--- src/sv/cop_pkg.sv ---
package cop_pkg;

	// Saturation limits of the frame and persistence counters
	localparam int POINT_COUNT_MAX = 65535;
	localparam int PERSIST_MAX     = 255;
	localparam int COUNT_W         = $clog2(POINT_COUNT_MAX + 1);
	localparam int PERSIST_W       = $clog2(PERSIST_MAX + 1);

	localparam int HEIGHT_BAND_MM  = 1500;

	localparam int LEN_W       = 15;
	localparam int TAN_W       = 16;
	localparam int TRIG_W      = 16;
	localparam int PCFG_W      = 8;
	localparam int COORD_W     = 16;
	localparam int HITS_W      = 16;
	localparam int CFG_INDEX_W = 3;
	localparam int CFG_DATA_W  = 16;

	localparam logic [LEN_W-1:0]  HALF_WIDTH_RST     = 15'd1000;
	localparam logic [LEN_W-1:0]  SLOWDOWN_LEN_RST   = 15'd6000;
	localparam logic [LEN_W-1:0]  AVOID_LEN_RST      = 15'd3500;
	localparam logic [LEN_W-1:0]  SENSOR_HEIGHT_RST  = 15'd1200;
	localparam logic [TAN_W-1:0]  ENVELOPE_TAN_RST   = 16'd256;
	localparam logic [TRIG_W-1:0] POINT_TRIGGER_RST  = 16'd10;
	localparam logic [PCFG_W-1:0] LIDAR_PERSIST_RST  = 8'd2;
	localparam logic [PCFG_W-1:0] CAMERA_PERSIST_RST = 8'd5;

	typedef enum logic [CFG_INDEX_W-1:0] {
		CFG_HALF_WIDTH     = 3'd0,
		CFG_SLOWDOWN_LEN   = 3'd1,
		CFG_AVOID_LEN      = 3'd2,
		CFG_SENSOR_HEIGHT  = 3'd3,
		CFG_ENVELOPE_TAN   = 3'd4,
		CFG_POINT_TRIGGER  = 3'd5,
		CFG_LIDAR_PERSIST  = 3'd6,
		CFG_CAMERA_PERSIST = 3'd7
	} cfg_reg_t;

	typedef enum logic [1:0] {
		TURN_NONE = 2'd0,
		TURN_POS  = 2'd1,
		TURN_NEG  = 2'd2
	} turn_t;

	typedef enum logic [1:0] {
		CAM_NONE  = 2'd0,
		CAM_LEFT  = 2'd1,
		CAM_RIGHT = 2'd2,
		CAM_OTHER = 2'd3
	} cam_t;

	typedef struct packed {
		logic [LEN_W-1:0]  half_width_mm;
		logic [LEN_W-1:0]  slowdown_length_mm;
		logic [LEN_W-1:0]  avoid_length_mm;
		logic [LEN_W-1:0]  sensor_height_mm;
		logic [TAN_W-1:0]  envelope_tan_q8;
		logic [TRIG_W-1:0] point_trigger;
		logic [PCFG_W-1:0] lidar_persist;
		logic [PCFG_W-1:0] camera_persist;
	} cop_cfg_t;

	// Classified point, one per transaction, handed to the frame tracker
	typedef struct packed {
		logic slow_hit;
		logic avoid_hit;
		logic right_side;
		logic frame_end;
		cam_t camera_code;
	} cop_hit_t;

	typedef logic [COUNT_W-1:0]   count_t;
	typedef logic [PERSIST_W-1:0] persist_t;

	function automatic count_t sat_count(input count_t v);
		return (v == COUNT_W'(POINT_COUNT_MAX)) ? v : v + COUNT_W'(1);
	endfunction

	function automatic persist_t sat_persist(input persist_t v);
		return (v == PERSIST_W'(PERSIST_MAX)) ? v : v + PERSIST_W'(1);
	endfunction

	function automatic logic [HITS_W-1:0] cap_hits(input count_t v);
		logic [31:0] wide;
		wide = 32'(v);
		return (wide > 32'hFFFF) ? {HITS_W{1'b1}} : wide[HITS_W-1:0];
	endfunction

endpackage

--- src/sv/cop_cfg_regs.sv ---
module cop_cfg_regs (
	input  logic                                clk,
	input  logic                                arst_n,
	input  logic                                cfg_en,
	input  logic [cop_pkg::CFG_INDEX_W-1:0]     cfg_index,
	input  logic [cop_pkg::CFG_DATA_W-1:0]      cfg_data,
	output cop_pkg::cop_cfg_t                   cfg
);

	cop_pkg::cop_cfg_t cfg_q;

	always_ff @(posedge clk or negedge arst_n) begin
		if (!arst_n) begin
			cfg_q.half_width_mm      <= cop_pkg::HALF_WIDTH_RST;
			cfg_q.slowdown_length_mm <= cop_pkg::SLOWDOWN_LEN_RST;
			cfg_q.avoid_length_mm    <= cop_pkg::AVOID_LEN_RST;
			cfg_q.sensor_height_mm   <= cop_pkg::SENSOR_HEIGHT_RST;
			cfg_q.envelope_tan_q8    <= cop_pkg::ENVELOPE_TAN_RST;
			cfg_q.point_trigger      <= cop_pkg::POINT_TRIGGER_RST;
			cfg_q.lidar_persist      <= cop_pkg::LIDAR_PERSIST_RST;
			cfg_q.camera_persist     <= cop_pkg::CAMERA_PERSIST_RST;
		end else if (cfg_en) begin
			unique case (cop_pkg::cfg_reg_t'(cfg_index))
				cop_pkg::CFG_HALF_WIDTH: begin
					cfg_q.half_width_mm <= cfg_data[cop_pkg::LEN_W-1:0];
				end
				cop_pkg::CFG_SLOWDOWN_LEN: begin
					cfg_q.slowdown_length_mm <= cfg_data[cop_pkg::LEN_W-1:0];
				end
				cop_pkg::CFG_AVOID_LEN: begin
					cfg_q.avoid_length_mm <= cfg_data[cop_pkg::LEN_W-1:0];
				end
				cop_pkg::CFG_SENSOR_HEIGHT: begin
					cfg_q.sensor_height_mm <= cfg_data[cop_pkg::LEN_W-1:0];
				end
				cop_pkg::CFG_ENVELOPE_TAN: begin
					cfg_q.envelope_tan_q8 <= cfg_data[cop_pkg::TAN_W-1:0];
				end
				cop_pkg::CFG_POINT_TRIGGER: begin
					cfg_q.point_trigger <= cfg_data[cop_pkg::TRIG_W-1:0];
				end
				cop_pkg::CFG_LIDAR_PERSIST: begin
					cfg_q.lidar_persist <= cfg_data[cop_pkg::PCFG_W-1:0];
				end
				cop_pkg::CFG_CAMERA_PERSIST: begin
					cfg_q.camera_persist <= cfg_data[cop_pkg::PCFG_W-1:0];
				end
			endcase
		end
	end

	assign cfg = cfg_q;

endmodule

--- src/sv/cop_point_classify.sv ---
module cop_point_classify (
	input  logic                                clk,
	input  logic                                arst_n,
	input  cop_pkg::cop_cfg_t                   cfg,
	input  logic                                in_valid,
	output logic                                in_ready,
	input  logic                                point_valid,
	input  logic signed [cop_pkg::COORD_W-1:0]  x_mm,
	input  logic signed [cop_pkg::COORD_W-1:0]  y_mm,
	input  logic signed [cop_pkg::COORD_W-1:0]  z_mm,
	input  logic                                frame_end,
	input  logic [1:0]                          camera_code,
	output logic                                hit_valid,
	output cop_pkg::cop_hit_t                   hit,
	input  logic                                hit_take
);

	logic                               valid_s1;
	logic                               pv_s1;
	logic signed [cop_pkg::COORD_W-1:0] x_s1;
	logic signed [cop_pkg::COORD_W-1:0] y_s1;
	logic signed [cop_pkg::COORD_W-1:0] z_s1;
	logic                               fe_s1;
	logic [1:0]                         cam_s1;

	logic              valid_s2;
	cop_pkg::cop_hit_t hit_s2;

	logic advance_s1;

	logic signed [17:0] z_w;
	logic signed [17:0] y_w;
	logic signed [17:0] h_w;
	logic signed [17:0] hw_w;
	logic signed [17:0] diff;
	logic [16:0]        abs_dz;
	logic [31:0]        lhs;
	logic [30:0]        rhs;
	logic               in_band;
	logic               in_width;
	logic               ahead;
	logic               outside_env;
	logic               in_corridor;
	cop_pkg::cop_hit_t  hit_d;

	assign advance_s1 = !valid_s2 || hit_take;
	assign in_ready   = !valid_s1 || advance_s1;

	always_ff @(posedge clk or negedge arst_n) begin
		if (!arst_n) begin
			valid_s1 <= 1'b0;
			valid_s2 <= 1'b0;
		end else begin
			if (in_ready) begin
				valid_s1 <= in_valid;
			end
			if (advance_s1) begin
				valid_s2 <= valid_s1;
			end
		end
	end

	always_ff @(posedge clk) begin
		if (in_valid && in_ready) begin
			pv_s1  <= point_valid;
			x_s1   <= x_mm;
			y_s1   <= y_mm;
			z_s1   <= z_mm;
			fe_s1  <= frame_end;
			cam_s1 <= camera_code;
		end
		if (advance_s1 && valid_s1) begin
			hit_s2 <= hit_d;
		end
	end

	always_comb begin
		z_w  = {{2{z_s1[15]}}, z_s1};
		y_w  = {{2{y_s1[15]}}, y_s1};
		h_w  = {3'b000, cfg.sensor_height_mm};
		hw_w = {3'b000, cfg.half_width_mm};

		in_band  = (z_w < 18'sd1500) && (z_w > h_w - 18'(cop_pkg::HEIGHT_BAND_MM));
		in_width = (y_w < hw_w) && (y_w > -hw_w);
		ahead    = !x_s1[15] && (x_s1 != '0);

		// |height - z| * 256 against x * tangent; only positive x counts, through ahead
		diff   = h_w - z_w;
		abs_dz = diff[17] ? 17'(-diff) : diff[16:0];
		lhs    = {7'd0, abs_dz, 8'd0};
		rhs    = 31'(x_s1[14:0]) * 31'(cfg.envelope_tan_q8);
		outside_env = lhs > {1'b0, rhs};

		in_corridor = pv_s1 && in_band && in_width && ahead && outside_env;

		hit_d.slow_hit    = in_corridor && (x_s1[14:0] < cfg.slowdown_length_mm);
		hit_d.avoid_hit   = in_corridor && (x_s1[14:0] < cfg.avoid_length_mm);
		// centre line counts as left
		hit_d.right_side  = !y_s1[15] && (y_s1 != '0);
		hit_d.frame_end   = fe_s1;
		hit_d.camera_code = cop_pkg::cam_t'(cam_s1);
	end

	assign hit_valid = valid_s2;
	assign hit       = hit_s2;

	a_s2_hold: assert property (@(posedge clk) disable iff (!arst_n)
		valid_s2 && !hit_take |=> valid_s2 && $stable(hit_s2))
		else $error("classified point changed while stalled");

	a_s1_load: assert property (@(posedge clk) disable iff (!arst_n)
		in_valid && in_ready |=> valid_s1)
		else $error("accepted transaction not held in first stage");

	a_s1_hold: assert property (@(posedge clk) disable iff (!arst_n)
		valid_s1 && !in_ready |=> valid_s1 && $stable(x_s1) && $stable(fe_s1))
		else $error("first stage lost a stalled point");

endmodule

--- src/sv/cop_frame_tracker.sv ---
module cop_frame_tracker (
	input  logic                          clk,
	input  logic                          arst_n,
	input  cop_pkg::cop_cfg_t             cfg,
	input  logic                          hit_valid,
	input  cop_pkg::cop_hit_t             hit,
	output logic                          hit_take,
	output logic                          out_valid,
	input  logic                          out_ready,
	output logic                          collision,
	output logic                          slow_down,
	output logic [1:0]                    turn_code,
	output logic                          drive_short,
	output logic [cop_pkg::HITS_W-1:0]    left_hits,
	output logic [cop_pkg::HITS_W-1:0]    right_hits
);

	cop_pkg::count_t   slow_q, avoid_q, left_q, right_q;
	cop_pkg::persist_t slow_persist_q, avoid_persist_q, cam_persist_q;
	logic              slow_flag_q;
	cop_pkg::turn_t    turn_q;
	logic              drive_q;
	logic              out_valid_q;
	logic              coll_q;
	logic [cop_pkg::HITS_W-1:0] left_out_q, right_out_q;

	logic              consume;
	logic              close_frame;
	cop_pkg::count_t   slow_n, avoid_n, left_n, right_n;
	cop_pkg::persist_t sp_n, ap_n, cp_n;
	logic              cam_reach;
	logic              coll_n;
	logic              slow_flag_n;
	cop_pkg::turn_t    turn_n;
	logic              drive_n;

	// a frame end must wait for the result register to free up
	assign hit_take    = !(hit.frame_end && out_valid_q && !out_ready);
	assign consume     = hit_valid && hit_take;
	assign close_frame = consume && hit.frame_end;

	always_comb begin
		slow_n  = hit.slow_hit ? cop_pkg::sat_count(slow_q) : slow_q;
		avoid_n = hit.avoid_hit ? cop_pkg::sat_count(avoid_q) : avoid_q;
		left_n  = (hit.avoid_hit && !hit.right_side) ? cop_pkg::sat_count(left_q) : left_q;
		right_n = (hit.avoid_hit && hit.right_side) ? cop_pkg::sat_count(right_q) : right_q;

		sp_n = (32'(slow_n) > 32'(cfg.point_trigger)) ?
			cop_pkg::sat_persist(slow_persist_q) : '0;
		ap_n = (32'(avoid_n) > 32'(cfg.point_trigger)) ?
			cop_pkg::sat_persist(avoid_persist_q) : '0;
		cp_n = (hit.camera_code != cop_pkg::CAM_NONE) ?
			cop_pkg::sat_persist(cam_persist_q) : '0;

		cam_reach = 32'(cp_n) >= 32'(cfg.camera_persist);
		coll_n    = (32'(ap_n) >= 32'(cfg.lidar_persist)) || cam_reach;

		slow_flag_n = slow_flag_q;
		turn_n      = turn_q;
		drive_n     = drive_q;

		priority if (coll_n) begin
			if (cam_reach) begin
				unique case (hit.camera_code)
					cop_pkg::CAM_LEFT:  turn_n = cop_pkg::TURN_POS;
					cop_pkg::CAM_RIGHT: turn_n = cop_pkg::TURN_NEG;
					cop_pkg::CAM_NONE,
					cop_pkg::CAM_OTHER: turn_n = turn_q;
				endcase
			end else begin
				turn_n = (left_n > right_n) ? cop_pkg::TURN_POS : cop_pkg::TURN_NEG;
			end
			drive_n = 1'b1;
			sp_n    = '0;
			ap_n    = '0;
			cp_n    = '0;
		end else if (32'(sp_n) >= 32'(cfg.lidar_persist)) begin
			slow_flag_n = 1'b1;
			turn_n      = cop_pkg::TURN_NONE;
			drive_n     = 1'b0;
		end else begin
			slow_flag_n = 1'b0;
			turn_n      = cop_pkg::TURN_NONE;
			drive_n     = 1'b0;
		end
	end

	always_ff @(posedge clk or negedge arst_n) begin
		if (!arst_n) begin
			slow_q          <= '0;
			avoid_q         <= '0;
			left_q          <= '0;
			right_q         <= '0;
			slow_persist_q  <= '0;
			avoid_persist_q <= '0;
			cam_persist_q   <= '0;
			slow_flag_q     <= 1'b0;
			turn_q          <= cop_pkg::TURN_NONE;
			drive_q         <= 1'b0;
			out_valid_q     <= 1'b0;
		end else begin
			if (close_frame) begin
				slow_q          <= '0;
				avoid_q         <= '0;
				left_q          <= '0;
				right_q         <= '0;
				slow_persist_q  <= sp_n;
				avoid_persist_q <= ap_n;
				cam_persist_q   <= cp_n;
				slow_flag_q     <= slow_flag_n;
				turn_q          <= turn_n;
				drive_q         <= drive_n;
			end else if (consume) begin
				slow_q  <= slow_n;
				avoid_q <= avoid_n;
				left_q  <= left_n;
				right_q <= right_n;
			end

			if (close_frame) begin
				out_valid_q <= 1'b1;
			end else if (out_ready) begin
				out_valid_q <= 1'b0;
			end
		end
	end

	always_ff @(posedge clk) begin
		if (close_frame) begin
			coll_q      <= coll_n;
			left_out_q  <= cop_pkg::cap_hits(left_n);
			right_out_q <= cop_pkg::cap_hits(right_n);
		end
	end

	assign out_valid   = out_valid_q;
	assign collision   = coll_q;
	assign slow_down   = slow_flag_q;
	assign turn_code   = turn_q;
	assign drive_short = drive_q;
	assign left_hits   = left_out_q;
	assign right_hits  = right_out_q;

	a_frame_clear: assert property (@(posedge clk) disable iff (!arst_n)
		close_frame |=> slow_q == '0 && avoid_q == '0 && left_q == '0 && right_q == '0)
		else $error("frame counts not cleared at frame end");

	a_coll_persist: assert property (@(posedge clk) disable iff (!arst_n)
		close_frame && coll_n |=> slow_persist_q == '0 && avoid_persist_q == '0
			&& cam_persist_q == '0)
		else $error("persistence counters survived a collision frame");

	a_coll_drive: assert property (@(posedge clk) disable iff (!arst_n)
		out_valid_q && coll_q |-> drive_q)
		else $error("collision result without short drive");

	a_quiet_turn: assert property (@(posedge clk) disable iff (!arst_n)
		out_valid_q && !coll_q |-> turn_q == cop_pkg::TURN_NONE && !drive_q)
		else $error("turn or drive set without collision");

endmodule

--- src/sv/corridor_obstacle_point_counter.sv ---
// Path: a frame_end transaction passes the input register, the classification register
// (fed by the envelope multiply) and the result register, which raises out_valid.
// Throughput: one point per cycle unless stalled; the frame counters update once per point taken.
// Input stalls only while a frame end waits on a result that has not been taken.
// Reset (arst_n low, asynchronous): counters, slow-down and drive flags, turn code and handshakes
// clear, configuration registers return to their defaults; collision and hit-count outputs are not reset.
module corridor_obstacle_point_counter (
	input  logic                                clk,
	input  logic                                arst_n,
	input  logic                                cfg_en,
	input  logic [cop_pkg::CFG_INDEX_W-1:0]     cfg_index,
	input  logic [cop_pkg::CFG_DATA_W-1:0]      cfg_data,
	input  logic                                in_valid,
	output logic                                in_ready,
	input  logic                                point_valid,
	input  logic signed [cop_pkg::COORD_W-1:0]  x_mm,
	input  logic signed [cop_pkg::COORD_W-1:0]  y_mm,
	input  logic signed [cop_pkg::COORD_W-1:0]  z_mm,
	input  logic                                frame_end,
	input  logic [1:0]                          camera_code,
	output logic                                out_valid,
	input  logic                                out_ready,
	output logic                                collision,
	output logic                                slow_down,
	output logic [1:0]                          turn_code,
	output logic                                drive_short,
	output logic [cop_pkg::HITS_W-1:0]          left_hits,
	output logic [cop_pkg::HITS_W-1:0]          right_hits
);

	cop_pkg::cop_cfg_t cfg;
	cop_pkg::cop_hit_t hit;
	logic              hit_valid;
	logic              hit_take;

	cop_cfg_regs u_cfg (
		.clk       (clk),
		.arst_n    (arst_n),
		.cfg_en    (cfg_en),
		.cfg_index (cfg_index),
		.cfg_data  (cfg_data),
		.cfg       (cfg)
	);

	cop_point_classify u_classify (
		.clk         (clk),
		.arst_n      (arst_n),
		.cfg         (cfg),
		.in_valid    (in_valid),
		.in_ready    (in_ready),
		.point_valid (point_valid),
		.x_mm        (x_mm),
		.y_mm        (y_mm),
		.z_mm        (z_mm),
		.frame_end   (frame_end),
		.camera_code (camera_code),
		.hit_valid   (hit_valid),
		.hit         (hit),
		.hit_take    (hit_take)
	);

	cop_frame_tracker u_tracker (
		.clk         (clk),
		.arst_n      (arst_n),
		.cfg         (cfg),
		.hit_valid   (hit_valid),
		.hit         (hit),
		.hit_take    (hit_take),
		.out_valid   (out_valid),
		.out_ready   (out_ready),
		.collision   (collision),
		.slow_down   (slow_down),
		.turn_code   (turn_code),
		.drive_short (drive_short),
		.left_hits   (left_hits),
		.right_hits  (right_hits)
	);

endmodule

--- config.mk ---
export PLATFORM = sky130hd
export DESIGN_NAME = corridor_obstacle_point_counter
export DESIGN_NICKNAME = d
export VERILOG_FILES = /design/src/sv/cop_pkg.sv /design/src/sv/cop_cfg_regs.sv /design/src/sv/cop_point_classify.sv /design/src/sv/cop_frame_tracker.sv /design/src/sv/corridor_obstacle_point_counter.sv
export SDC_FILE = /design/constraint.sdc
export NUM_CORES = 1
export LEC_CHECK = 0
export BUFFER_PORTS_ARGS = -buffer_cell sky130_fd_sc_hd__buf_4
export CAP_MARGIN = 20
export CORE_MARGIN = 1.5
export CORE_UTILIZATION = 55
export CTS_CLUSTER_DIAMETER = 100
export DETAILED_ROUTE_END_ITERATION = 16
export GPL_TIMING_DRIVEN = 0
export PLACE_DENSITY_LB_ADDON = 0.05
export SLEW_MARGIN = 20
export SYNTH_ARGS = -nofsm -noshare
export SYNTH_HDL_FRONTEND = slang
export SYNTH_HIERARCHICAL = 1
export SYNTH_SLANG_ARGS = --single-unit
--- constraint.sdc ---
create_clock -name clk -period 12.4 [get_ports clk]
set_input_delay 0.62 -clock clk [delete_from_list [all_inputs] [get_ports clk]]
set_output_delay 0.62 -clock clk [all_outputs]
set_load 0.05 [all_outputs]
==> qor.yml, run 1 <==
cts_sinks: 294
hold_viol: 0
hp-class: "in -> reg"
die_w_um: 225
worst_pin_slew_ns: 0.824
clock_skew_ns: 0.0254
clockBufferDepth: 3
synth_cell_types: 105
wire_per_inst_um: 19.1
arrival_ns: 9.90
critPathMaxStageDelay_ns: 0.60
regArea_sq_um: 7850
status: "finished, final reports clean"
slew_viol_final: 0
yosys.area.top_type: "dfrtp_1"
yosys.area_share.adder_pct: 26.6
cts_root_buffer: "clkbuf_16"
gp_congestion: 0.897
core_area_sq_um: 48800
layout-drive-gt1-share_pct: 13.3
avgSynthCellArea_sq_um: 9.70
rsz0062_at_grt: "false"
yosys-top-cells-area: "dfrtp_1 (16%), fa_1 (13%), ha_1 (13%)"
synthMuxAreaShare_pct: 5.60
cts_max_level: 2
numCtsBuffers: 36
antenna_cells: 0
grt_usage_pct: 28.4
vias_per_cell: 5.74
die_h_um: 225
path_class: "reg -> reg"
vias: 20914
max_freq_mhz: 104
synthSimpleGateAreaFrac_pct: 17.2
finalCritPeriodShare_pct: 77.2
ys_ff_latch: 294
cts_tree: "done"
post-cts-setup-buffer-count: 0
post-route-drc-count: 0
multi_input_area_sq_um: 17500
final.fill_count: 4175
tns_ns: 0
syn_area_sq_um: 27100
end_kind: "flop"
grt_pass1_wl_um: 113000
setup_viol: 0
drtIter0Drc: 1325
antenna_found_initial: 2
drtAntennaViolNets: 0
synth_commonest_cells: "inv_1 (348), ha_1 (287), nand2_1 (254)"
async_reset_ff_share_pct: 69.0
slowest_stage: "fa_1"
die_area_sq_um: 50700
synth.most_common_cell: "inv_1"
grt-ovfl-total: 0
crit_required_ns: 12.73
crit_fanout: 10
yosysWarnings: 6
path_clk_slew_ns: 0.06
yosysSeqAreaShare_pct: 28.9
grt_start_max_net_pins: 77
synth-compound-area-share_pct: 11.0
routed_wl_um: 69500
io_pins: 115
fp-row-count: 81
area_delta_synth_final_pct: 10.6
syn_inst: 2799
synth_ff_type: "dfrtp_1"
relSlewSlack_pct: 43.7
synth_edf_count: 91
first_pass_iters: 7
crit_path_start_kind: "flop"
synth.top_cell.area_share_pct: 15.9
hold_ws_ns: 0.248
dpl.hpwl_um: 54100
cp_common_cell: "fa_1"
synth_top_family_by_area: "adder cells"
start_util_pct: 55.6
syn_nets: 3343
grt_pass1_vias: 21368
finalNetCount: 3495
fin_crit_ns: 9.57
io_buffers: 110
maxCapViolCount: 0
synth-xor-area-share_pct: 4.13
clk_latency_ns: 0.56
[critical path, delay by kind of cell (launching register included)]
family	cells	cell delay (ns)
AOI/OAI and AO/OA	4	0.97
xor gates and xnor gates	1	0.14
adders and majority gates	8	3.73
buffers and inverters	6	1.52
DFF	1	0.47
and+or+nand+nor	10	2.50
[metrics by stage]
stage	std cells	util [%]	area (sq um)	setup WS (ns)
after global placement	3573	59.0	28800	2.86
after floorplan	2799	-	27100	4.92
after CTS	3642	61.5	30000	2.85
after detailed placement	3576	59.1	28900	2.90
final	3642	61.5	30000	2.83
after global routing	3642	61.5	30000	2.18
[final cells by class]
class	instances	area share [%]
clock inverter	21	0.483
timing repair buffer	114	3.06
multi-input combinational	2055	58.3
inverter	349	4.36
tap	664	2.77
buffer	101	1.61
clock buffer	44	3.30
sequential	294	26.1
[per-layer routing]
layer / global-route usage, % / wire length [um] / vias up
met5: 0 / 0 / -
met4: 11.8 / 2830 / 0
met3: 4.24 / 3330 / 119
met2: 48.3 / 33800 / 554
met1: 36.3 / 29600 / 10301
li1: - / - / 9940
[cell usage in the layout, fill, tap and decap left out, drive strengths merged, types with 9 or more instances in the layout]
master	count
inv	352
ha	287
nand2	254
fa	181
dfrtp	173
and2	158
buf	144
a21oi	137
clkbuf	114
mux2	113
nor2	111
o21ai	103
edfxtp	91
xnor2	83
nand3	80
nand4	53
xor2	45
nor3	41
a21o	34
dfstp	30
and3	29
nor2b	27
a31oi	26
mux2i	21
nor4	21
nand2b	18
o21a	17
clkinv	17
o211ai	16
o31ai	16
and4	14
a211oi	11
or3	11
or2	9
[repair_timing]
action	CTS	global route
resized for setup	0	0
hold endpoints to repair	3	0
hold buffers	1	0
[flip-flops by register name, indices dropped and copies added (netlist names), 2 cells and up]
| register | cells |
|---|---|
| u_cfg/cfg | 108 |
| u_classify/x_s1 | 16 |
| u_classify/y_s1 | 16 |
| u_classify/z_s1 | 16 |
| u_tracker/avoid_q | 16 |
| u_tracker/left_hits | 16 |
| u_tracker/left_q | 16 |
| u_tracker/right_hits | 16 |
| u_tracker/right_q | 16 |
| u_tracker/slow_q | 16 |
| u_tracker/avoid_persist_q | 8 |
| u_tracker/cam_persist_q | 8 |
| u_tracker/slow_persist_q | 8 |
| u_classify/hit | 6 |
| u_classify/cam_s1 | 2 |
| u_tracker/turn_code | 2 |
[worst paths after layout]
kind | endpoint | cells after the start | from | slack (ns)
hold reg to reg | u_classify/hit[0] | 0 | u_classify/cam_s1[0] | 0.43
hold / removal | u_classify/x_s1[0] | 1 | x_mm[0] | 0.25
max in group asynchronous | u_cfg/cfg[58] | 3 | arst_n | 11.03
min in group asynchronous | u_tracker/slow_down | 2 | arst_n | 0.60
setup reg to reg | u_classify/hit[4] | 29 | u_classify/x_s1[7] | 2.83
setup / recovery | u_classify/hit[4] | 29 | u_classify/x_s1[7] | 2.83
[cell families after synthesis]
logic type                 count (synthesis)
AOI/OAI and AO/OA                        457
xor gates and xnor gates                 128
adders and majority gates                468
buffers and inverters                    450
DFF                                      294
muxes                                    134
other                                      1
and+or+nand+nor                          867
Power of run 1 is left out: the tool's default activity adds up to more than one toggle a clock period on the data nets, which glitch-free logic cannot reach.
==> run 2: changes to the inputs <==
Clock period 12.4 ns to 9.9 ns, I/O delays scaled along.
==> run 2 against run 1 <==
Die area stayed put. First-iteration DRC count increased by 9.5%. Register-to-register slack lost 2.3 ns. Cell area rose by 0.19%. Critical path type unchanged. Critical endpoint unchanged. Largest cell class unchanged. Highest routed layer unchanged.
==> qor.yml, run 2 (same netlist as run 1, synthesis figures left out) <==
slowest_stage: "edfxtp_1"  # was fa_1
final.fill_count: 4170  # was 4175
multi_input_area_sq_um: 17500  # unchanged
gp_congestion: 0.897  # unchanged
rsz0062_at_grt: "false"  # unchanged
die_w_um: 225  # unchanged
slew_viol_final: 0  # unchanged
crit_path_start_kind: "flop"  # unchanged
path_clk_slew_ns: 0.06  # about the same
vias: 21010  # was 20914
layout_commonest_cell: "inv_1"  # unchanged
finalCritPeriodShare_pct: 94.4  # was 77.2%
cts_sinks: 294  # unchanged
cts_max_level: 2  # unchanged
status: "finished, final reports clean"  # unchanged
cts_tree: "done"  # unchanged
core_area_sq_um: 48800  # unchanged
area_delta_synth_final_pct: 10.9  # was 10.6%
hp-class: "in -> reg"  # unchanged
grt_pass1_wl_um: 113000  # unchanged
clk_latency_ns: 0.55  # was 0.56 ns
relSlewSlack_pct: 44.0  # was 43.7%
numCtsBuffers: 36  # unchanged
path_class: "reg -> reg"  # unchanged
drtIter0Drc: 1451  # was 1325
dpl.hpwl_um: 54100  # unchanged
final_cell_mix: "inv_1 (348), ha_1 (287), nand2_1 (254)"  # unchanged
io_pins: 115  # unchanged
wire_per_inst_um: 19.1  # about the same
worst_pin_slew_ns: 0.819  # was 0.824 ns
fp-row-count: 81  # unchanged
drtAntennaViolNets: 0  # unchanged
finalNetCount: 3500  # was 3495
tns_ns: 0  # unchanged
grt_usage_pct: 28.4  # unchanged
critPathMaxStageDelay_ns: 0.80  # was 0.60 ns
clockBufferDepth: 3  # unchanged
cts_root_buffer: "clkbuf_16"  # unchanged
post-route-drc-count: 0  # unchanged
hold_viol: 0  # unchanged
antenna_cells: 0  # unchanged
io_buffers: 110  # unchanged
maxCapViolCount: 0  # unchanged
fin_crit_ns: 9.34  # was 9.57 ns
routed_wl_um: 69700  # was 69500 um
clock_skew_ns: 0.0250  # was 0.0254 ns
grt-ovfl-total: 0  # unchanged
max_freq_mhz: 107  # was 104 MHz
grt_pass1_vias: 21368  # unchanged
regArea_sq_um: 7850  # unchanged
die_h_um: 225  # unchanged
arrival_ns: 9.67  # was 9.90 ns
first_pass_iters: 5  # was 7
antenna_found_initial: 2  # unchanged
die_area_sq_um: 50700  # unchanged
setup_viol: 0  # unchanged
crit_required_ns: 10.23  # was 12.73 ns
vias_per_cell: 5.76  # was 5.74
layout-drive-gt1-share_pct: 13.7  # was 13.3%
start_util_pct: 55.6  # unchanged
cp_common_cell: "fa_1"  # unchanged
utilization_pct: 61.6  # was 61.5%
end_kind: "flop"  # unchanged
crit_fanout: 10  # unchanged
grt_start_max_net_pins: 77  # unchanged
largest_reg_flops: 108  # unchanged
-- run 2: cell count changes in the layout (fill, tap and decap cells not counted) --
cell	before	now
buf_12	1	2
buf_4	113	117
clkbuf_1	71	65
clkbuf_2	2	8
-- run 2: timing repair --
item	CTS	global route
endpoints found under the hold margin	47	0
gates resized for setup	0	12
setup buffers	0	5
setup endpoints to repair	0	2
hold buffers	1	0
-- run 2: layout make-up --
cell class | count | area share (%)
Multi-Input combinational cell | 2055 | 58.2
Sequential cell | 294 | 26.1
Inverter | 349 | 4.35
Clock buffer | 44 | 3.30
Timing Repair Buffer | 119 | 3.22
Tap cell | 664 | 2.76
Buffer | 101 | 1.63
Clock inverter | 21 | 0.482
-- run 2: metrics by stage --
stage                     hold slack, ns  instance area [sq um]  cells  worst slack (ns)
after floorplan                    0.199                  27100   2799              2.42
after global placement             0.406                  28800   3573             0.363
after detailed placement           0.412                  28900   3576             0.400
after CTS                         0.0978                  30000   3642             0.349
after global routing               0.105                  30100   3647           0.00794
final                              0.126                  30100   3647             0.558
-- run 2: worst max-delay path: cells and delay by family, from the launching register on --
| family | cells | cell delay (ns) |
|---|---|---|
| xor gates and xnor gates | 1 | 0.20 |
| AOI/OAI and AO/OA | 4 | 0.68 |
| adders and majority gates | 8 | 3.73 |
| DFF | 1 | 0.80 |
| and+or+nand+nor | 11 | 2.99 |
| buffers and inverters | 4 | 0.73 |
-- run 2: layer usage --
metal / share of wire (%) / vias to the layer above / routed length [um] / global-route usage, %
li1: - / 9966 / - / -
met1: 42 / 10329 / 29400 / 36.3
met2: 48 / 590 / 33800 / 48.3
met3: 5.2 / 125 / 3610 / 4.24
met4: 4.1 / 0 / 2840 / 11.8
met5: 0 / - / 0 / 0
-- run 2: final timing paths --
check / end / cells past startpoint / from / slack (ns)
worst min register to register: u_classify/hit[0] / 0 / u_classify/cam_s1[0] / 0.43
worst min-delay path: u_classify/x_s1[0] / 1 / x_mm[0] / 0.13
worst max-delay path: u_classify/hit[4] / 28 / u_classify/x_s1[9] / 0.56
min in group asynchronous: u_tracker/slow_down / 2 / arst_n / 0.48
max in group asynchronous: u_cfg/cfg[58] / 3 / arst_n / 8.65
worst max register to register: u_classify/hit[4] / 28 / u_classify/x_s1[9] / 0.56
Power of run 2 is left out for the same reason.
